`config.mk`:
```
export PLATFORM = sky130hd
export DESIGN_NAME = bbl_win
export DESIGN_NICKNAME = d
export VERILOG_FILES = /design/src/hw/rtl/bbl_pkg.sv /design/src/hw/rtl/bbl_win.sv
export SDC_FILE = /design/constraint.sdc
export NUM_CORES = 1
export LEC_CHECK = 0
export BUFFER_PORTS_ARGS = -buffer_cell sky130_fd_sc_hd__buf_4
export CELL_PAD_IN_SITES_DETAIL_PLACEMENT = 1
export CELL_PAD_IN_SITES_GLOBAL_PLACEMENT = 2
export CORE_MARGIN = 3
export CORE_UTILIZATION = 40
export CTS_CLUSTER_SIZE = 24
export DETAILED_ROUTE_END_ITERATION = 10
export GPL_TIMING_DRIVEN = 0
export PLACE_DENSITY = 0.73
export SLEW_MARGIN = 20
export SYNTH_ARGS = -nofsm -noshare
export SYNTH_HDL_FRONTEND = slang
export SYNTH_SLANG_ARGS = --single-unit
```
`constraint.sdc`:
```
create_clock -name clk -period 13.5 [get_ports clk]
set_input_delay 2.025 -clock clk [delete_from_list [all_inputs] [get_ports clk]]
set_output_delay 2.025 -clock clk [all_outputs]
set_load 0.05 [all_outputs]
```
`src/hw/rtl/bbl_pkg.sv`:
```
// shared types and constants of the 9x9 box blur
package bbl_pkg;

  localparam int RADIUS_DEF    = 4;
  localparam int MAX_WIDTH_DEF = 1024;
  localparam int MAX_HEIGHT    = 4096;

  localparam int PIX_W        = 8;
  localparam int ROW_W        = 12;
  localparam int OUT_COL_W    = 10;
  localparam int WIDTH_REG_W  = 11;
  localparam int HEIGHT_REG_W = 13;
  localparam int CFG_DATA_W   = 13;
  localparam int CFG_IDX_W    = 1;

  localparam logic [WIDTH_REG_W-1:0]  WIDTH_RESET  = 11'd512;
  localparam logic [HEIGHT_REG_W-1:0] HEIGHT_RESET = 13'd512;

  typedef enum logic [CFG_IDX_W-1:0] {
    REG_IMAGE_WIDTH  = 1'b0,
    REG_IMAGE_HEIGHT = 1'b1
  } cfg_reg_t;

  typedef logic [PIX_W-1:0]     pix_t;
  typedef logic [ROW_W-1:0]     row_t;
  typedef logic [OUT_COL_W-1:0] col_out_t;

  typedef struct packed {
    pix_t pixel;
    logic frame_start;
  } in_item_t;

  typedef struct packed {
    pix_t     blurred;
    row_t     out_row;
    col_out_t out_col;
    logic     last_of_frame;
  } out_item_t;

  // position information carried alongside each item
  typedef struct packed {
    logic     emit;
    logic     last;
    row_t     row;
    col_out_t col;
  } tag_t;

endpackage

```
`src/hw/rtl/bbl_win.sv`:
```
// window of column sums, total, divide by area and result register
module bbl_win #(
  parameter int RADIUS = bbl_pkg::RADIUS_DEF,
  localparam int CS_W  = $clog2((2 * RADIUS + 1) * ((1 << bbl_pkg::PIX_W) - 1) + 1)
) (
  input  logic                clk,
  input  logic                rst_n,
  input  logic                adv,
  input  logic                b_valid,
  input  bbl_pkg::tag_t       b_tag,
  input  logic [CS_W-1:0]     b_colsum,
  output logic                out_valid,
  output bbl_pkg::out_item_t  out_item
);

  localparam int SPAN   = 2 * RADIUS + 1;
  localparam int AREA   = SPAN * SPAN;
  localparam int SUM_W  = $clog2(AREA * ((1 << bbl_pkg::PIX_W) - 1) + 1);
  localparam int SHIFT  = 2 * $clog2(AREA) + bbl_pkg::PIX_W;
  localparam int PROD_W = SUM_W + SHIFT + 1;
  localparam logic [SHIFT:0] RECIP = (SHIFT + 1)'(((64'd1 << SHIFT) + AREA - 1) / AREA);

  logic [CS_W-1:0]    win_r [SPAN];
  logic               c_valid_r, d_valid_r, out_valid_r;
  bbl_pkg::tag_t      c_tag_r, d_tag_r;
  logic [SUM_W-1:0]   total, d_total_r;
  logic [PROD_W-1:0]  prod;
  bbl_pkg::out_item_t out_item_r;

  always_ff @(posedge clk) begin
    if (!rst_n) begin
      for (int k = 0; k < SPAN; k++) begin
        win_r[k] <= '0;
      end
    end else if (adv && b_valid) begin
      for (int k = 0; k < SPAN - 1; k++) begin
        win_r[k] <= win_r[k+1];
      end
      win_r[SPAN-1] <= b_colsum;
    end
  end

  always_comb begin
    total = '0;
    for (int k = 0; k < SPAN; k++) begin
      total = total + SUM_W'(win_r[k]);
    end
  end

  // floor division by the area through a rounded-up reciprocal
  assign prod = PROD_W'(d_total_r) * PROD_W'(RECIP);

  always_ff @(posedge clk) begin
    if (!rst_n) begin
      c_valid_r   <= 1'b0;
      d_valid_r   <= 1'b0;
      out_valid_r <= 1'b0;
    end else if (adv) begin
      c_valid_r   <= b_valid;
      d_valid_r   <= c_valid_r;
      out_valid_r <= d_valid_r && d_tag_r.emit;
    end
  end

  always_ff @(posedge clk) begin
    if (adv && b_valid) begin
      c_tag_r <= b_tag;
    end
    if (adv && c_valid_r) begin
      d_tag_r   <= c_tag_r;
      d_total_r <= total;
    end
    if (adv && d_valid_r && d_tag_r.emit) begin
      out_item_r.blurred       <= prod[SHIFT +: bbl_pkg::PIX_W];
      out_item_r.out_row       <= d_tag_r.row;
      out_item_r.out_col       <= d_tag_r.col;
      out_item_r.last_of_frame <= d_tag_r.last;
    end
  end

  assign out_valid = out_valid_r;
  assign out_item  = out_item_r;

  a_result_from_stage: assert property (@(posedge clk) disable iff (!rst_n)
    $rose(out_valid_r) |-> $past(d_valid_r && d_tag_r.emit))
    else $error("result without interior item");

endmodule

```
; ---- Word-level counts from Yosys, hierarchy flattened
; Memories as Yosys holds them, arrays and structs flattened.
; Index checks and enable logic that the tools add are counted.
[classes]
add_sub_neg = 8
bitwise_logic = 9
n_reduce_logical = 5
muxes = 13
multipliers = 1
[op_table]
columns = cell, n
row1 = two-way mux 12 bit, 9
row2 = adder 15 x 12 -> 15 bit, 5
row3 = multiplier 15 x 15 -> 29 bit (second input constant), 1
row4 = adder 14 x 12 -> 15 bit, 1
row5 = adder 13 x 12 -> 14 bit, 1
row6 = adder 12 x 12 -> 13 bit, 1
row7 = bitwise OR 1 bit, 9
row8 = logical AND 1 bit, 5
row9 = two-way mux 1 bit, 4
[totals]
inputBits = 40
ram_bits = 108
reg_bits = 97
n_memories = 1
[memory_table]
columns = name, depth, width, rd, rd_ports_with_merged_regs, wr, line
row1 = win_r, 9, 12, 9, 0, 9, bbl_win.sv:23  ; logic [CS_W-1:0] win_r [SPAN];

; ---- Depth between registers and ports, before layout
; An unclocked memory read counts as a cell.
[logic_depth]
ltp_word = 9
depth_mapped = 18
ltp_nobuf = 18

; ---- Least setup slack after synthesis
; Ideal clock, no wire load.
[synth_path]
kind = reg-to-reg
startpoint = register d_total_r[1]
endpoint = register out_item_r (netlist bit out_item[28]), data pin
required_ns = 13.235
arrival_time_ns = 4.860
path_stages_with_launch = 19
slack_ns = 8.375
period_less_slack_ns = 5.125
cell_sequence = edfxtp_1 > ha_1 > inv_1 > fa_1 > inv_1 > fa_1 > fa_1 > fa_1 > inv_1 > fa_1 > inv_1 > ha_1 > nand4_1 > nor2_2 > nand4_1 > a2111oi_2 > a311oi_1 > and4b_1 > or3_1
[synth_via]
elab_chain_cells = 1
[synth_lines]
columns = item, line
row1 = start: declaration, bbl_win.sv:26  ; logic [SUM_W-1:0] total, d_total_r;
row2 = start signal: assignment, bbl_win.sv:71  ; d_total_r <= total;
row3 = multiplier 15 x 15 -> 29 bit, bbl_win.sv:51  ; assign prod = PROD_W'(d_total_r) * PROD_W'(RECIP);
row4 = named net prod[27], bbl_win.sv:27  ; logic [PROD_W-1:0] prod;
row5 = end: declaration, bbl_win.sv:28  ; bbl_pkg::out_item_t out_item_r;
; The timed path passes the listed nets, and every way through them passes these cells.
; A chain may end at the register's enable or synchronous reset.

; ---- Worst setup path in the final report
; Same ends and word-level chain as after synthesis.

==> metrics.csv <==
metric;value;unit
status;finished, final reports clean;
Hold/Removal Path Class;reg2reg;
slowest stage cell, crit path;a311oi_1;
post-detailed-routing wire length;23700;um
WHS Path Cells;0;
Max-cap violations;0;
post-detailed-placement half-perimeter wirelength;19000;um
combined area of the multi-input logic cells;5840;um2
clock period minus final worst setup slack;5.62;ns
fin crit share;41.6;%
transition time at the pin with the least slew margin;1.05;ns
Synth async-reset ratio;0;%
Final GP Congestion;0.733;
capturing point of the worst reg2reg path;out_item[28]$_DFFE_PP_;
fill cell count;3178;
post-DR wirelength/cell;16.4;um
largest cells by area after synthesis;edfxtp_1, fa_1, ha_1;
die area;34100;um2
register clock-pin slew on the reported worst setup and hold paths;0.06;ns
Critical Path End Type;flop;
master cell of the clock root buffer;clkbuf_16;
worst path setup slack after routing;7.88;ns
signal arrival time at the worst endpoint;5.89;ns
Boundary Pins;72;
layout overhead on the synthesized area;15.3;%
area share of the largest cell type after synthesis;47.6;%
Reg2Reg Setup Slack;7.88;ns
TritonCTS clock tree;done;
register area;6130;um2
cell chain of the critical path;ha_1, inv_1, fa_1, inv_1, fa_1, fa_1, fa_1, inv_1, fa_1, inv_1, ha_1, nor3_1, o21ai_0, o211ai_1, nand3_1, a311oi_1, nor4_1, or3_1;
count of input and output buffers;71;
sequential cell area fraction in the yosys report;48.0;%
initial DRC count;269;
peak fanout along the critical path;5;
list of most frequent post-synthesis cells;edfxtp_1, inv_1, ha_1;
Post-CTS Hold Buffers;0;
most used flip-flop cell after synthesis;edfxtp_1;
number of instances in the synthesized netlist;928;
Slew Viols, Final;0;
total global routing track utilization;14.6;%
post-CTS setup buffers;0;
minimum setup slack after placement;7.83;ns
via count of the first global-routing pass;7513;
unrepaired setup endpoints after global routing;false;
Total Negative Setup Slacks;0;ns
total nets after synthesis;1228;
Final #Nets;1329;
number of diodes added for antenna fixing;0;
number of sinks handled by clock tree synthesis;205;
Relative slew margins;29.6;%
number of routed nets with antenna violations;0;
cts bufs inserted;24;
clock latency at the later pin of the worst-skew pair;0.53;ns
final cell count without fillers;1443;
post-DR vias/cell;4.73;
summed instance area of the synthesized netlist;12800;um2
worst-case clock skew;0.0204;ns
pin count of the biggest net entering global routing;56;
antenna violations before repair;0;
global-route wire length before repair;39200;um
number of flip-flops and latches in the synthesized netlist;205;
Post-Syn Area per Cell;13.7;um2
fraction of layout instances using a drive strength above 1;11.7;%
Critical Path Source Type;flop;
Longest Clk Path Bufs;3;
number of failing hold endpoints at the final stage;0;
depth of the most critical reg-to-reg path;18;
Chip Height;185;um
number of gates given a new drive strength after cts;0;
count of placed standard cells including taps;1399;
maximum level of the CTS H-tree;1;
critical path data required time;13.78;ns
largest stage delay on the critical path;0.67;ns
Hold Crit Start;d_tag_r[12]$_DFFE_PP_;
number of synthesis warnings;0;
Netlist cell types;49;
number of placement rows;64;
aggregate global routing overflow;0;
start-to-end type of the worst setup path;reg2reg;
DRC Markers;0;
endpoint of the worst hold path;out_item[13]$_DFFE_PP_;
Via Count;6820;
critical register-to-register path startpoint;d_total_r[1]$_DFFE_PP_;
horizontal die dimension;185;um
initial core utilization;41.1;%
dominant cell by count in the synthesized netlist;edfxtp_1;
area of the core;31000;um2
CP top delay family;adder cells;
Highest Clock Rate;0.178;GHz
count of buffer and inverter cells on the critical path;4;
number of enable flip-flop cells after synthesis;202;
number of setup violations in the final report;0;
drt first pass iters;5;
post-synthesis cell type with the largest combined area;edfxtp_1;
most prevalent standard cell on the critical path;fa_1;
-- metrics by stage --
stage | utilization (%) | cell area, um2 | hold slack [ns]
after floorplan | - | 12800 | 0.400
after global placement | 44.5 | 13800 | 0.400
after detailed placement | 44.8 | 13900 | 0.406
after CTS | 47.4 | 14700 | 0.417
after global routing | 47.4 | 14700 | 0.420
final | 47.4 | 14700 | 0.413
-- logic make-up (layout without fill, tap and decap cells) --
kind of cell	count (synthesis)	count (layout)	share of synthesized area, %
XOR/XNOR	18	18	1.24
adder cells (fa/ha/maj)	260	260	33.0
AO/OA/AOI/OAI	67	67	3.52
buffers and inverters	211	330	6.21
multiplexers	2	2	0.157
flip-flops	205	205	48.0
AND/OR/NAND/NOR	165	165	7.84
-- sequential cells by signal, summed over array words and instances, names as in the netlist --
| signal | cells |
|---|---|
| c_tag_r | 24 |
| c_valid_r | 1 |
| d_tag_r | 24 |
| d_total_r | 15 |
| d_valid_r | 1 |
| out_item | 31 |
| out_valid | 1 |
| win_r | 108 |
-- how the worst max path moves through the flow --
stage	end	from	depth (start not counted)
finish	out_item[28]$_DFFE_PP_	d_total_r[1]$_DFFE_PP_	18
global route	out_item[28]$_DFFE_PP_	d_total_r[1]$_DFFE_PP_	18
CTS	out_item[28]$_DFFE_PP_	d_total_r[1]$_DFFE_PP_	18
detailed placement	out_item[28]$_DFFE_PP_	d_total_r[1]$_DFFE_PP_	18
global placement	win_r[0][13]$_SDFFCE_PN0P_	adv	3
floorplan	out_item[28]$_DFFE_PP_	d_total_r[1]$_DFFE_PP_	18
-- worst register-to-register path, stage by stage (launching register included) --
cell	delay, ns
edfxtp_1	0.52
ha_1	0.37
inv_1	0.06
fa_1	0.50
inv_1	0.05
fa_1	0.49
fa_1	0.43
fa_1	0.50
inv_1	0.05
fa_1	0.47
inv_1	0.04
ha_1	0.19
nor3_1	0.18
o21ai_0	0.11
o211ai_1	0.13
nand3_1	0.15
a311oi_1	0.67
nor4_1	0.10
or3_1	0.38
-- area by class of cell --
class                   instances  share of cell area, %
flip-flops and latches        205                   41.7
well taps                     396                   3.37
inverters                     198                   5.06
plain buffers                  13                  0.332
multi-input cells             512                   39.7
clock inverters                17                   1.40
repair buffers                 75                   4.27
clock buffers                  27                   4.16
-- metal layers --
| metal | up-vias | routed length [um] | GRT usage [%] |
|---|---|---|---|
| met1 | 3453 | 10500 | 19.1 |
| met2 | 65 | 12200 | 26.2 |
| li1 | 3279 | - | - |
| met5 | - | 0 | 0 |
| met4 | 0 | 343 | 2.84 |
| met3 | 23 | 654 | 1.95 |
-- cell usage in the layout (no fill, tap or decap), types with 6 or more instances in the layout --
master     netlist  layout
and2_1         109     108
nor2b_1          7       7
a21o_1           6       6
nor3_1           7       7
xnor2_1         13      13
nor2_1           8       8
edfxtp_1       202     202
ha_1           133     133
clkbuf_16        0      24
clkbuf_1        13      16
o21ai_0         13      13
buf_4            0      71
inv_1          198     198
nand2_1          7       6
a21oi_1         18      18
fa_1           127     127
Power is not shown: default switching activity piles up to over one toggle a cycle in this logic, so the estimate is an artifact.
