**config.mk**
```make
export PLATFORM = sky130hd
export DESIGN_NAME = bbl_pos
export DESIGN_NICKNAME = d
export VERILOG_FILES = /design/src/hw/rtl/bbl_pkg.sv /design/src/hw/rtl/bbl_pos.sv
export SDC_FILE = /design/constraint.sdc
export NUM_CORES = 1
export LEC_CHECK = 0
export BUFFER_PORTS_ARGS = -buffer_cell sky130_fd_sc_hd__buf_4
export CAP_MARGIN = 30
export CORE_MARGIN = 2
export CORE_UTILIZATION = 55
export CTS_BUF_LIST = sky130_fd_sc_hd__clkbuf_2
export DETAILED_ROUTE_END_ITERATION = 8
export GPL_TIMING_DRIVEN = 0
export PLACE_DENSITY = 0.77
export RECOVER_POWER = 100
export SYNTH_ARGS = -nofsm -noshare
export SYNTH_HDL_FRONTEND = slang
export SYNTH_SLANG_ARGS = --single-unit
```
**constraint.sdc**
```tcl
create_clock -name clk -period 4 [get_ports clk]
set_input_delay 0.4 -clock clk [delete_from_list [all_inputs] [get_ports clk]]
set_output_delay 0.4 -clock clk [all_outputs]
set_load 0.1 [all_outputs]
```
**src/hw/rtl/bbl_pkg.sv**
```systemverilog
// shared types and constants of the 9x9 box blur
package bbl_pkg;

  localparam int RADIUS_DEF    = 4;
  localparam int MAX_WIDTH_DEF = 1024;
  localparam int MAX_HEIGHT    = 4096;

  localparam int PIX_W        = 8;
  localparam int ROW_W        = 12;
  localparam int OUT_COL_W    = 10;
  localparam int WIDTH_REG_W  = 11;
  localparam int HEIGHT_REG_W = 13;
  localparam int CFG_DATA_W   = 13;
  localparam int CFG_IDX_W    = 1;

  localparam logic [WIDTH_REG_W-1:0]  WIDTH_RESET  = 11'd512;
  localparam logic [HEIGHT_REG_W-1:0] HEIGHT_RESET = 13'd512;

  typedef enum logic [CFG_IDX_W-1:0] {
    REG_IMAGE_WIDTH  = 1'b0,
    REG_IMAGE_HEIGHT = 1'b1
  } cfg_reg_t;

  typedef logic [PIX_W-1:0]     pix_t;
  typedef logic [ROW_W-1:0]     row_t;
  typedef logic [OUT_COL_W-1:0] col_out_t;

  typedef struct packed {
    pix_t pixel;
    logic frame_start;
  } in_item_t;

  typedef struct packed {
    pix_t     blurred;
    row_t     out_row;
    col_out_t out_col;
    logic     last_of_frame;
  } out_item_t;

  // position information carried alongside each item
  typedef struct packed {
    logic     emit;
    logic     last;
    row_t     row;
    col_out_t col;
  } tag_t;

endpackage

```
**src/hw/rtl/bbl_pos.sv**
```systemverilog
// size registers and raster position tracking
module bbl_pos #(
  parameter int RADIUS    = bbl_pkg::RADIUS_DEF,
  parameter int MAX_WIDTH = bbl_pkg::MAX_WIDTH_DEF,
  localparam int COL_W    = $clog2(MAX_WIDTH)
) (
  input  logic                              clk,
  input  logic                              rst_n,
  input  logic                              cfg_valid,
  input  logic [bbl_pkg::CFG_IDX_W-1:0]     cfg_index,
  input  logic [bbl_pkg::CFG_DATA_W-1:0]    cfg_data,
  input  logic                              accept,
  input  logic                              frame_start,
  output logic [COL_W-1:0]                  col,
  output bbl_pkg::tag_t                     tag
);

  localparam int SPAN  = 2 * RADIUS + 1;
  localparam int HIST  = 2 * RADIUS;
  localparam int CMP_W = bbl_pkg::HEIGHT_REG_W + 1;

  logic [bbl_pkg::WIDTH_REG_W-1:0]  width_r;
  logic [bbl_pkg::HEIGHT_REG_W-1:0] height_r;
  logic [COL_W-1:0]                 col_cnt_r, col_cnt_nxt, col_cur, col_last;
  bbl_pkg::row_t                    row_cnt_r, row_cnt_nxt, row_cur, row_last;

  always_ff @(posedge clk) begin
    if (!rst_n) begin
      width_r  <= bbl_pkg::WIDTH_RESET;
      height_r <= bbl_pkg::HEIGHT_RESET;
    end else if (cfg_valid) begin
      case (cfg_index)
        bbl_pkg::REG_IMAGE_WIDTH:  width_r  <= cfg_data[bbl_pkg::WIDTH_REG_W-1:0];
        bbl_pkg::REG_IMAGE_HEIGHT: height_r <= cfg_data;
        default: ;
      endcase
    end
  end

  // saturated last column and last row
  always_comb begin
    if (CMP_W'(width_r) < CMP_W'(SPAN)) begin
      col_last = COL_W'(SPAN - 1);
    end else if (CMP_W'(width_r) > CMP_W'(MAX_WIDTH)) begin
      col_last = COL_W'(MAX_WIDTH - 1);
    end else begin
      col_last = COL_W'(width_r - 1'b1);
    end
    if (CMP_W'(height_r) < CMP_W'(SPAN)) begin
      row_last = bbl_pkg::row_t'(SPAN - 1);
    end else if (CMP_W'(height_r) > CMP_W'(bbl_pkg::MAX_HEIGHT)) begin
      row_last = bbl_pkg::row_t'(bbl_pkg::MAX_HEIGHT - 1);
    end else begin
      row_last = bbl_pkg::row_t'(height_r - 1'b1);
    end
  end

  always_comb begin
    col_cur = frame_start ? '0 : col_cnt_r;
    row_cur = frame_start ? '0 : row_cnt_r;
    col_cnt_nxt = col_cnt_r;
    row_cnt_nxt = row_cnt_r;
    if (accept) begin
      if (col_cur >= col_last) begin
        col_cnt_nxt = '0;
        row_cnt_nxt = (row_cur >= row_last) ? '0 : row_cur + 1'b1;
      end else begin
        col_cnt_nxt = col_cur + 1'b1;
        row_cnt_nxt = row_cur;
      end
    end
  end

  always_ff @(posedge clk) begin
    if (!rst_n) begin
      col_cnt_r <= '0;
      row_cnt_r <= '0;
    end else begin
      col_cnt_r <= col_cnt_nxt;
      row_cnt_r <= row_cnt_nxt;
    end
  end

  always_comb begin
    col      = col_cur;
    tag.emit = (row_cur >= bbl_pkg::row_t'(HIST)) && (col_cur >= COL_W'(HIST));
    tag.last = (row_cur == row_last) && (col_cur == col_last);
    tag.row  = row_cur - bbl_pkg::row_t'(RADIUS);
    tag.col  = bbl_pkg::col_out_t'(col_cur - COL_W'(RADIUS));
  end

  a_row_steps_at_wrap: assert property (@(posedge clk) disable iff (!rst_n)
    accept && (row_cnt_nxt != row_cur) |-> col_cnt_nxt == '0)
    else $error("row advanced without column wrap");

endmodule

```
Word level (Yosys, flattened, before mapping):

Index checks and enable logic that the tools add are counted.

* output and inout port bits: 34
* logic and storage cells: 34
* bits in registers: 46

* $lt $le $gt $ge: 8
* mux-type cells: 9
* $add $sub $neg: 6
* equal/unequal tests: 2
* reduce and logical (&&, ||, !) cells: 4
* bitwise operators: 1

Operator list (count)
* 12-bit two-way mux: 5
* 10-bit two-way mux: 4
* 13-bit greater-than comparator (second input constant): 1
* 13-bit by 4-bit < comparator with 1-bit output (second input constant): 1
* 12-bit by 1-bit adder with 12-bit output (second input constant): 1
* 12-bit equality test: 1
* 12-bit >= comparator: 1
* 12-bit by 4-bit >= comparator with 1-bit output (second input constant): 1
* 12-bit by 1-bit subtractor with 12-bit output (second input constant): 1
* 12-bit by 3-bit subtractor with 12-bit output (second input constant): 1
* 11-bit greater-than comparator (second input constant): 1
* 11-bit by 4-bit < comparator with 1-bit output (second input constant): 1
* 10-bit by 1-bit adder with 10-bit output (second input constant): 1
* 10-bit equality test: 1
* 10-bit >= comparator: 1
* 10-bit by 4-bit >= comparator with 1-bit output (second input constant): 1
* 10-bit by 1-bit subtractor with 10-bit output (second input constant): 1
* 10-bit by 3-bit subtractor with 10-bit output (second input constant): 1
* 2-bit AND reduction: 2
* 1-bit logical AND: 2
* 1-bit NOT: 1

Depth between registers and ports, before layout:

* depth in word-level cells: 6
* depth in mapped cells: 16

Worst setup path before layout:

No wires, ideal clock.

* kind: input port to output port
* start point: input port frame_start
* end point: output port tag[4] (netlist bit)
* arrival time: 5.143 ns
* setup slack: -1.543 ns
* buffers on the path: 1
* stages: 5
* required time: 3.600 ns
* cell sequence: buf_2 nor2b_1 inv_1 ha_1 xor2_1

RTL lines
* start, declared: RTL line bbl_pos.sv:13 `input logic frame_start,`
* end, declared: RTL line bbl_pos.sv:15 `output bbl_pkg::tag_t tag`

==> flow_summary.json <==
{
  "status": "finished, final reports clean",
  "reg2reg_slack_ns": 0.31,
  "cts_made_buffers": 5,
  "drt_wl_total_um": 10100,
  "ys.flop_type": "dfxtp_1",
  "syn_to_final_growth_pct": 11.1,
  "cap_violations": 0,
  "grt_pass1_vias": 3591,
  "synthCells": 518,
  "yosys.area_share.adder_pct": 11.4,
  "antenna_found_initial": 0,
  "arrival_ns": 3.35,
  "wl_per_cell_um": 15.3,
  "die_w_um": 86.5,
  "whs_ns": 0.200,
  "worstHoldStart": "cfg_data[9]",
  "route.detailed.drc": 0,
  "grt_pass1_wl_um": 16900,
  "drv_slew": 0,
  "hold_viol_final": 0,
  "fin_nets": 628,
  "core_um2": 6680,
  "fin_skew_ns": 0.0205,
  "port_buffers": 50,
  "post-route-period-util_pct": 93.7,
  "insertion_delay_ns": 0.43,
  "cts_setup_buffers": 0,
  "rsz0062_at_grt": "false",
  "grt_usage_pct": 27.9,
  "pin_count": 53,
  "drt_pass1_iterations": 5,
  "critical_path_class": "flip-flop to output pin",
  "fillers": 644,
  "synth_edf_count": 0,
  "r2r_cells": 13,
  "syn_nets": 571,
  "synth.distinct_cells": 58,
  "final_area_um2": 4160,
  "cts_tree": "done",
  "syn_area_per_cell_um2": 7.23,
  "num_rows": 30,
  "die_h_um": 86.5,
  "antenna_cells": 0,
  "synthesis.area_um2": 3750,
  "dpl.hpwl_um": 7820,
  "reg2reg_from": "width_r[3]",
  "reg2reg_to": "col_cnt_r[9]",
  "synth_xor_area_share_pct": 7.01,
  "yosysWarnings": 0,
  "grt_max_degree": 14,
  "holdPathStages": 3,
  "htreeDepth": 2,
  "setup_viol": 0,
  "async_reset_ff_share_pct": 0,
  "drive_gt1_share_pct": 9.20,
  "ctsHoldBuffers": 0,
  "path_clk_slew_ns": 0.22,
  "start_util_pct": 56.1,
  "drtIter0Drc": 240,
  "period_minus_slack_ns": 3.75,
  "p_leak_nw": 1.74,
  "cts_root_buf": "clkbuf_2",
  "cp.required_ns": 3.60,
  "vias_per_cell": 5.90,
  "preCtsSetupSlack_ns": 0.431,
  "yosysSeqAreaShare_pct": 24.6,
  "synth_seq_cells": 46,
  "vias": 3870,
  "whs_endpoint": "width_r[9]",
  "final_util_pct": 62.3,
  "clock_path_buffers": 2,
  "synthSimpleGateAreaFrac_pct": 31.9,
  "fmax_mhz": 267,
  "cts_sinks": 46,
  "layout_setup_ws_ns": 0.253,
  "die-area_um2": 7490,
  "power_density_nw_per_um2": 234,
  "synth_top_family_by_area": "simple AND/OR/NAND/NOR gates",
  "start_kind": "flip-flop",
  "hp-class": "input pin to flip-flop",
  "detail-route-antenna-nets": 0,
  "cts_resized": 0,
  "setup_tns_ns": 0,
  "synth_compound_area_share_pct": 19.1,
  "crit_path_end_kind": "output pin",
  "grt-ovfl-total": 0,
  "slew_headroom_pct": 21.6,
  "post_dp_cell_area_um2": 4250,
  "worst_pin_slew_ns": 1.18,
  "synth_mux_area_share_pct": 0.534,
  "irDropWorstVdd_v": 0.000153,
  "gp_congestion": 0.887,
  "cp_max_fo": 8
}
[layout by cell type (no fill, tap or decap), types with 5 or more instances in the layout]
cell and n:
nand2_1 119, clkbuf_1 52, a21oi_1 47, dfxtp_1 46, ha_1 34, nor2_1 28
o21ai_0 25, inv_1 21, nand3_1 18, buf_4 18, xnor2_1 15, xor2_1 14
nor3_1 14, nor2b_1 12, nand4_1 9, a311oi_1 7, a22oi_1 6, clkbuf_2 6
buf_2 5, nand2b_1 5, a211oi_1 5
[synth_stat cells, types with 2 or more instances]
library cell / instances / area (um2)
a211oi_1: 4 / 30.0
a211oi_2: 2 / 25.0
a21o_1: 2 / 15.0
a21oi_1: 47 / 235
a22oi_1: 6 / 45.0
a311oi_1: 7 / 61.3
a31oi_1: 4 / 25.0
a32oi_1: 3 / 26.3
and2_1: 3 / 18.8
and3_1: 4 / 25.0
buf_2: 6 / 30.0
buf_4: 2 / 15.0
clkbuf_1: 18 / 67.6
dfxtp_1: 46 / 921
ha_1: 34 / 425
inv_1: 21 / 78.8
mux2i_1: 2 / 20.0
nand2_1: 119 / 447
nand2b_1: 5 / 31.3
nand3_1: 18 / 90.1
nand3b_1: 4 / 30.0
nand4_1: 9 / 56.3
nor2_1: 28 / 105
nor2b_1: 15 / 93.8
nor3_1: 16 / 80.1
nor3_2: 2 / 20.0
nor3b_2: 2 / 25.0
nor4_1: 3 / 18.8
o21ai_0: 25 / 125
o22a_1: 2 / 17.5
or3_1: 3 / 18.8
or3_4: 2 / 22.5
xnor2_1: 15 / 131
xor2_1: 15 / 131
[flip-flops by register name, summed over array words and instances, names as in the netlist]
| name | flops |
|---|---|
| col_cnt_r | 10 |
| width_r | 11 |
| height_r | 13 |
| row_cnt_r | 12 |
[power by group]
part | leakage (nW) | switching, mW | internal [mW]
sequential | 0.374 | 0.0183 | 0.473
clock | 0.0304 | 0.155 | 0.0430
combinational | 1.34 | 0.176 | 0.110
total | 1.74 | 0.349 | 0.626
[routing by layer]
metal | up-vias | part of all wire [%] | track usage (%)
met1 | 1809 | 46 | 37.3
met5 | - | 0 | 0
li1 | 1917 | - | -
met3 | 20 | 4.6 | 3.62
met2 | 124 | 47 | 46.4
met4 | 0 | 2.4 | 9.52
[critical path: stages (launching register included)]
cell and delay, ns:
dfxtp_1 0.36, buf_6 0.13, or3_4 0.38, or3b_4 0.44, nor3_2 0.13, xor2_1 0.15, o21ai_0 0.10, ha_1 0.30
nand4_1 0.10, nor3_2 0.29, and3_1 0.21, clkbuf_4 0.33
[cells by family after synthesis]
| logic type | count (synthesis) |
|---|---|
| mux | 2 |
| buf+inv | 50 |
| fa+ha+maj | 34 |
| flops | 46 |
| simple gates | 242 |
| compound gates | 114 |
| xor+xnor | 30 |
[how the worst max path moves through the flow]
stage / from / to / cells past startpoint
final: width_r[3] / tag[22] / 11
after global routing: height_r[0] / tag[22] / 12
after detailed placement: height_r[0] / row_cnt_r[6] / 14
after global placement: width_r[3] / row_cnt_r[10] / 14
after floorplan: frame_start / tag[18] / 8
after CTS: width_r[3] / tag[22] / 11
[area by class of cell]
| type | count | area, um2 | share of cell area [%] |
|---|---|---|---|
| Buffer | 28 | 126 | 3.04 |
| Clock buffer | 6 | 30.0 | 0.722 |
| Clock inverter | 2 | 8.76 | 0.210 |
| Inverter | 22 | 82.6 | 1.98 |
| Multi-Input combinational cell | 422 | 2640 | 63.5 |
| Sequential cell | 46 | 921 | 22.1 |
| Tap cell | 80 | 100 | 2.41 |
| Timing Repair Buffer | 50 | 251 | 6.04 |
[per-stage QoR]
step           total power [mW]  instances
2_1_floorplan             0.716        518
3_3_place_gp              0.777        648
3_5_place_dp              0.786        648
4_1_cts                   0.981        656
5_1_grt                    1.03        656
6_report                  0.975        656
Note: power is estimated with default switching activity, not from simulation.
